===== config.mk =====
export PLATFORM = sky130hd
export DESIGN_NAME = smis_ctrl
export DESIGN_NICKNAME = d
export VERILOG_FILES = /design/src/rtl/core/smis_pkg.sv /design/src/rtl/core/smis_ctrl.sv
export SDC_FILE = /design/constraint.sdc
export NUM_CORES = 1
export LEC_CHECK = 0
export BUFFER_PORTS_ARGS = -buffer_cell sky130_fd_sc_hd__buf_4
export CORE_MARGIN = 1
export CORE_UTILIZATION = 40
export CTS_CLUSTER_SIZE = 24
export DETAILED_ROUTE_END_ITERATION = 8
export HOLD_SLACK_MARGIN = 0.15
export PLACE_DENSITY_LB_ADDON = 0.12
export SLEW_MARGIN = 25
export SYNTH_ARGS = -nofsm -noshare
export SYNTH_HDL_FRONTEND = slang
export SYNTH_SLANG_ARGS = --single-unit

===== constraint.sdc =====
create_clock -name clk -period 1.6 [get_ports clk]
set_clock_uncertainty 0.05 [all_clocks]
set_input_delay 0.32 -clock clk [delete_from_list [all_inputs] [get_ports clk]]
set_output_delay 0.32 -clock clk [all_outputs]
set_load 0.005 [all_outputs]

===== src/rtl/core/smis_pkg.sv =====
`timescale 1ns / 1ps
`default_nettype none
// ----------------------------------------------------------------------------
// smis_pkg
// Shared types, constants and helpers of the P-machine instruction step core.
// ----------------------------------------------------------------------------
package smis_pkg;

  localparam int STACK_DEPTH = 2048;
  localparam int CODE_DEPTH  = 512;
  localparam int MAX_LEVEL   = 15;

  localparam int SP_W   = $clog2(STACK_DEPTH);
  localparam int PC_W   = $clog2(CODE_DEPTH);
  localparam int LVL_W  = 4;
  localparam int CMD_W  = 4;
  localparam int WORD_W = 32;
  // signed width for address arithmetic: word plus base plus carry
  localparam int XW     = WORD_W + 2;

  typedef enum logic [CMD_W-1:0] {
    OP_LIT = 4'd1,
    OP_OPR = 4'd2,
    OP_LOD = 4'd3,
    OP_STO = 4'd4,
    OP_CAL = 4'd5,
    OP_INC = 4'd6,
    OP_JMP = 4'd7,
    OP_JPC = 4'd8,
    OP_SIO = 4'd9,
    OP_HLT = 4'd11
  } op_t;

  typedef enum logic [3:0] {
    OPR_RET = 4'd0,
    OPR_NEG = 4'd1,
    OPR_ADD = 4'd2,
    OPR_SUB = 4'd3,
    OPR_MUL = 4'd4,
    OPR_DIV = 4'd5,
    OPR_ODD = 4'd6,
    OPR_MOD = 4'd7,
    OPR_EQL = 4'd8,
    OPR_NEQ = 4'd9,
    OPR_LSS = 4'd10,
    OPR_LEQ = 4'd11,
    OPR_GTR = 4'd12,
    OPR_GEQ = 4'd13
  } opr_t;

  localparam logic [WORD_W-1:0] SIO_WRITE = 32'd0;
  localparam logic [WORD_W-1:0] SIO_READ  = 32'd1;
  localparam logic [WORD_W-1:0] SIO_HALT  = 32'd2;
  localparam logic [WORD_W-1:0] HLT_CODE  = 32'd3;

  typedef enum logic [1:0] {
    FLT_NONE  = 2'd0,
    FLT_DIV0  = 2'd1,
    FLT_STACK = 2'd2,
    FLT_PC    = 2'd3
  } fault_t;

  typedef enum logic [3:0] {
    ST_CLEAR,
    ST_IDLE,
    ST_WALK,
    ST_WALK_W,
    ST_CHECK,
    ST_RD2,
    ST_EXE,
    ST_DIV,
    ST_FIN,
    ST_WR,
    ST_CMT,
    ST_TOP,
    ST_OUT
  } smis_state_t;

  typedef struct packed {
    logic [CMD_W-1:0]         cmd;
    logic [LVL_W-1:0]         level;
    logic signed [WORD_W-1:0] operand;
    logic signed [WORD_W-1:0] read_value;
  } in_item_t;

  typedef struct packed {
    logic [PC_W-1:0]          next_pc;
    logic [SP_W-1:0]          frame_base;
    logic [SP_W-1:0]          stack_pointer;
    logic signed [WORD_W-1:0] top_value;
    logic                     write_valid;
    logic signed [WORD_W-1:0] write_value;
    logic                     halted;
    logic [1:0]               fault;
  } out_item_t;

  // controller to datapath
  typedef struct packed {
    logic clr;
    logic accept;
    logic walk_step;
    logic walk_ld;
    logic chk;
    logic rd2;
    logic exe;
    logic div_ld;
    logic fin;
    logic wr;
    logic cmt;
    logic out_ld;
  } smis_cmd_t;

  // datapath to controller
  typedef struct packed {
    logic clr_last;
    logic halted;
    logic walk_zero;
    logic walk_bad;
    logic stk_bad;
    logic need_div;
    logic div_done;
    logic commit_ok;
    logic has_wr;
    logic wr_last;
    logic out_free;
  } smis_sts_t;

  function automatic logic signed [XW-1:0] sext_w(input logic [WORD_W-1:0] w);
    return {{(XW-WORD_W){w[WORD_W-1]}}, w};
  endfunction

  function automatic logic signed [XW-1:0] zext_sp(input logic [SP_W-1:0] s);
    return {{(XW-SP_W){1'b0}}, s};
  endfunction

  function automatic logic in_stk(input logic signed [XW-1:0] v);
    return !v[XW-1] && (v < $signed(XW'(STACK_DEPTH)));
  endfunction

  function automatic logic in_code(input logic signed [XW-1:0] v);
    return !v[XW-1] && (v < $signed(XW'(CODE_DEPTH)));
  endfunction

endpackage
`default_nettype wire


===== src/rtl/core/smis_ctrl.sv =====
`timescale 1ns / 1ps
`default_nettype none
// ----------------------------------------------------------------------------
// smis_ctrl
// Sequencer: clearing pass, link walk, reads, execute, divide, write-back.
// ----------------------------------------------------------------------------
module smis_ctrl
  import smis_pkg::*;
(
  input  wire logic      clk,
  input  wire logic      rst_n,
  input  wire logic      in_valid,
  output logic           in_ready,
  input  wire smis_sts_t sts,
  output smis_cmd_t      cmd
);

  smis_state_t state_r, state_nxt;

  always_ff @(posedge clk) begin
    if (!rst_n) state_r <= ST_CLEAR;
    else        state_r <= state_nxt;
  end

  always_comb begin
    state_nxt = state_r;
    cmd       = '0;
    in_ready  = 1'b0;
    case (state_r)
      ST_CLEAR: begin
        cmd.clr = 1'b1;
        if (sts.clr_last) state_nxt = ST_IDLE;
      end
      ST_IDLE: begin
        in_ready = 1'b1;
        if (in_valid) begin
          cmd.accept = 1'b1;
          state_nxt  = sts.halted ? ST_TOP : ST_WALK;
        end
      end
      // one static-link hop per pass through ST_WALK and ST_WALK_W
      ST_WALK: begin
        if (sts.walk_zero) begin
          state_nxt = ST_CHECK;
        end else begin
          cmd.walk_step = 1'b1;
          state_nxt     = sts.walk_bad ? ST_FIN : ST_WALK_W;
        end
      end
      ST_WALK_W: begin
        cmd.walk_ld = 1'b1;
        state_nxt   = ST_WALK;
      end
      ST_CHECK: begin
        cmd.chk   = 1'b1;
        state_nxt = sts.stk_bad ? ST_FIN : ST_RD2;
      end
      ST_RD2: begin
        cmd.rd2   = 1'b1;
        state_nxt = ST_EXE;
      end
      ST_EXE: begin
        cmd.exe   = 1'b1;
        state_nxt = sts.need_div ? ST_DIV : ST_FIN;
      end
      ST_DIV: begin
        if (sts.div_done) begin
          cmd.div_ld = 1'b1;
          state_nxt  = ST_FIN;
        end
      end
      ST_FIN: begin
        cmd.fin = 1'b1;
        if (!sts.commit_ok)  state_nxt = ST_TOP;
        else if (sts.has_wr) state_nxt = ST_WR;
        else                 state_nxt = ST_CMT;
      end
      ST_WR: begin
        cmd.wr = 1'b1;
        if (sts.wr_last) state_nxt = ST_CMT;
      end
      ST_CMT: begin
        cmd.cmt   = 1'b1;
        state_nxt = ST_TOP;
      end
      ST_TOP: state_nxt = ST_OUT;
      ST_OUT: begin
        if (sts.out_free) begin
          cmd.out_ld = 1'b1;
          state_nxt  = ST_IDLE;
        end
      end
      default: state_nxt = ST_IDLE;
    endcase
  end

endmodule
`default_nettype wire


==> out/qor.txt <==
Status: finished, final reports clean
MaxCap Viol Count: 0
CP top delay family: flip-flops
Startpoint Class: flip-flop
Final hold viol count: 0
Worst r2r path cells: 6
Final Max Tran Viols: 0
Synth area leaders: dfxtp_1 14%, ha_1 8.8%, nor2b_1 8.8%, and2_1 5.5%, o21ai_0 4.4%
Port Buf Inserts: 26
Final antenna-violating net count: 0
CTS root buf: clkbuf_4
Required time of the critical path: 1230 ps
Antenna diode count: 0
Period minus WS final: 1590 ps
Most common cell in the netlist: nor2b_1
DRT Wirelength: 1954 um
Post-synthesis cell type count: 35
Full die area: 0.001585 mm2
Arr. time, crit path: 1220 ps
Post-synth top area share: 0.1400
Layout Cells excl Fill: 131
Detailed Place HPWL: 1274 um
Synth cell count leaders: 8 x nor2b_1, 5 x and2_1, 5 x inv_1, 5 x o21ai_0
Slew HR: 0.8057
Biggest regs: state_r: 4 flops
Area of placed instances: 867.1 um2
Initial Util: 0.4340
Most flops, register: state_r
GRT Total Usage: 0.2365
Vias in the first global route: 656
Sequential area share after synthesis: 0.1400
Row cnt: 13
Fraction of layout cells with a size suffix above 1: 0.6983
Worst-Skew Late Latency: 230 ps
Gpl congestion: 0.8411
Clock sink total: 4
Syn Inst Count: 74
Slew @ Worst Pin: 289.5 ps
CP dominant cell by count: buf_6
Via/cell ratio: 5.687
Final setup fails: 0
Cells along the critical path: inv_4 -> ha_4 -> buf_6 -> and3_4 -> buf_6
Drt drc: 0
First-pass GRT wire length: 2525 um
Finished Cell Area: 0.001094 mm2
H-tree depth: 1
Register bit count reported by yosys: 4
Layout Area Growth over Synthesis: 91.25%
Overflow after GRT: 0
Register area: 92.59 um2
Worst reg-to-reg setup slack: 10 ps
Fillcell total: 92
Clock slew at reported path FFs: 40 ps
Hold Buf Count CTS: 0
Pwr dens: 566.6 mW/mm2
Initial antenna violation count: 0
RSZ-0062 raised after global routing: yes
CTS tree: built
F_max: 628.7 MHz
Crit path largest cell delay: 360 ps
Largest net degree at the start of global routing: 8
DR pass1 iterations: 4
Area leader, netlist: dfxtp_1
Die Y: 39.81 um
Number of DRC markers in iteration 0: 25
HP Class: input port to flip-flop
Synth Flop Type: dfxtp_1
Syn_area_per_cell: 7.727 um2
DIE WIDTH: 39.81 um
CTS Buffer Depth: 2
Layout net count: 136
Final period utilization: 0.9940
Final core occ: 0.8300
Synth warn: 0
Multi-input logic area: 564.3 um2
Largest register FFs: 4
Core Area: 0.001318 mm2
Peak supply drop: 520.0 uV
Path type of the worst setup path: flip-flop to output port
Post-synth ARST share: 0
Drt wl/cell: 14.92 um
Slowest CP cell: dfxtp_4
Mapped Area: 571.8 um2
WP depth: 5
I/O pins: 27
Crit path max fanout: 7
Syn Nets: 92
Crit path buf inv count: 3
CTS Buf Count: 3
Hold path cells: 2
Vias: 745
Critical Path End Type: output port
EDFF count, synth: 0
Dpl cells: 126
Leak Pwr: 0.0004907 uW
[stage by stage]
stage	power (uW)	setup WS, ps	TNS, ps	hold slack (ps)
finish	619.6	9.532	0	288.6
global route	652.6	-29.42	-137.0	292.8
CTS	537.9	-2.910	-2.910	281.0
detailed placement	397.6	-107.7	-291.3	519.3
global placement	393.7	-58.31	-147.0	517.7
floorplan	266.1	15.70	0	398.2
[cells in the final DEF, fill, tap and decap left out, drive strengths merged]
| cell | n |
|---|---|
| a21boi | 2 |
| a21oi | 4 |
| a221o | 1 |
| a221oi | 1 |
| a22oi | 2 |
| a311oi | 1 |
| a32o | 1 |
| and2 | 8 |
| and2b | 1 |
| and3 | 5 |
| and4 | 1 |
| buf | 43 |
| clkbuf | 3 |
| dfxtp | 4 |
| ha | 4 |
| inv | 5 |
| mux2i | 1 |
| nand2 | 3 |
| nand2b | 3 |
| nand3 | 1 |
| nand3b | 1 |
| nand4b | 1 |
| nor2 | 1 |
| nor2b | 8 |
| o21a | 1 |
| o21ai | 5 |
| o21bai | 1 |
| o22ai | 2 |
| o311a | 1 |
| o31ai | 1 |
[area by class of cell]
cell class | instances | share of cell area
Timing Repair Buffer | 43 | 0.3398
Inverter | 5 | 0.02174
Sequential cell | 4 | 0.08467
Tap cell | 15 | 0.01716
Multi-Input combinational cell | 61 | 0.5160
Clock buffer | 3 | 0.02059
[kinds of logic (layout without fill, tap and decap cells)]
logic type	after synthesis	after routing	synth area share
mux	1	1	0.01751
fa+ha+maj	4	4	0.08753
flops	4	4	0.1400
simple gates	33	33	0.3807
buf+inv	9	51	0.09190
compound gates	23	23	0.2823
[worst reg2reg max path, stage by stage (launching register included)]
cell and delay (ps):
dfxtp_4 380, inv_4 60, ha_4 270, inv_1 80
a21oi_2 170, a311oi_1 140, o311a_1 340
[metal layers]
layer / wire length [um] / vias up / track usage
met5: 0 / - / 0
met4: 6 / 0 / 0.05172
met3: 93 / 4 / 0.02841
met2: 1086 / 36 / 0.4754
met1: 767 / 351 / 0.2517
li1: - / 354 / -
[power by group]
part | internal, uW | switching (uW) | leakage (uW)
registers | 108 | 17.3 | 0.0000352
logic | 220 | 153 | 0.000442
clock network | 83.7 | 38.0 | 0.0000138
total | 411 | 208 | 0.000491
[path summary, 6_finish.rpt]
| path | from | to |
|---|---|---|
| worst max-delay path | state_r[2] | cmd[9] |
| worst min-delay path | rst_n | state_r[2] |
| worst max register to register | state_r[3] | state_r[0] |
| worst min register to register | state_r[2] | state_r[2] |
[repair_timing]
action / CTS / global route
setup endpoints to repair: 16 / 15
endpoints found under the hold margin: 0 / 0
setup buffers: 2 / 0
resized for setup: 22 / 38
pin swaps: 3 / 10
(Power assumes the default switching activity.)
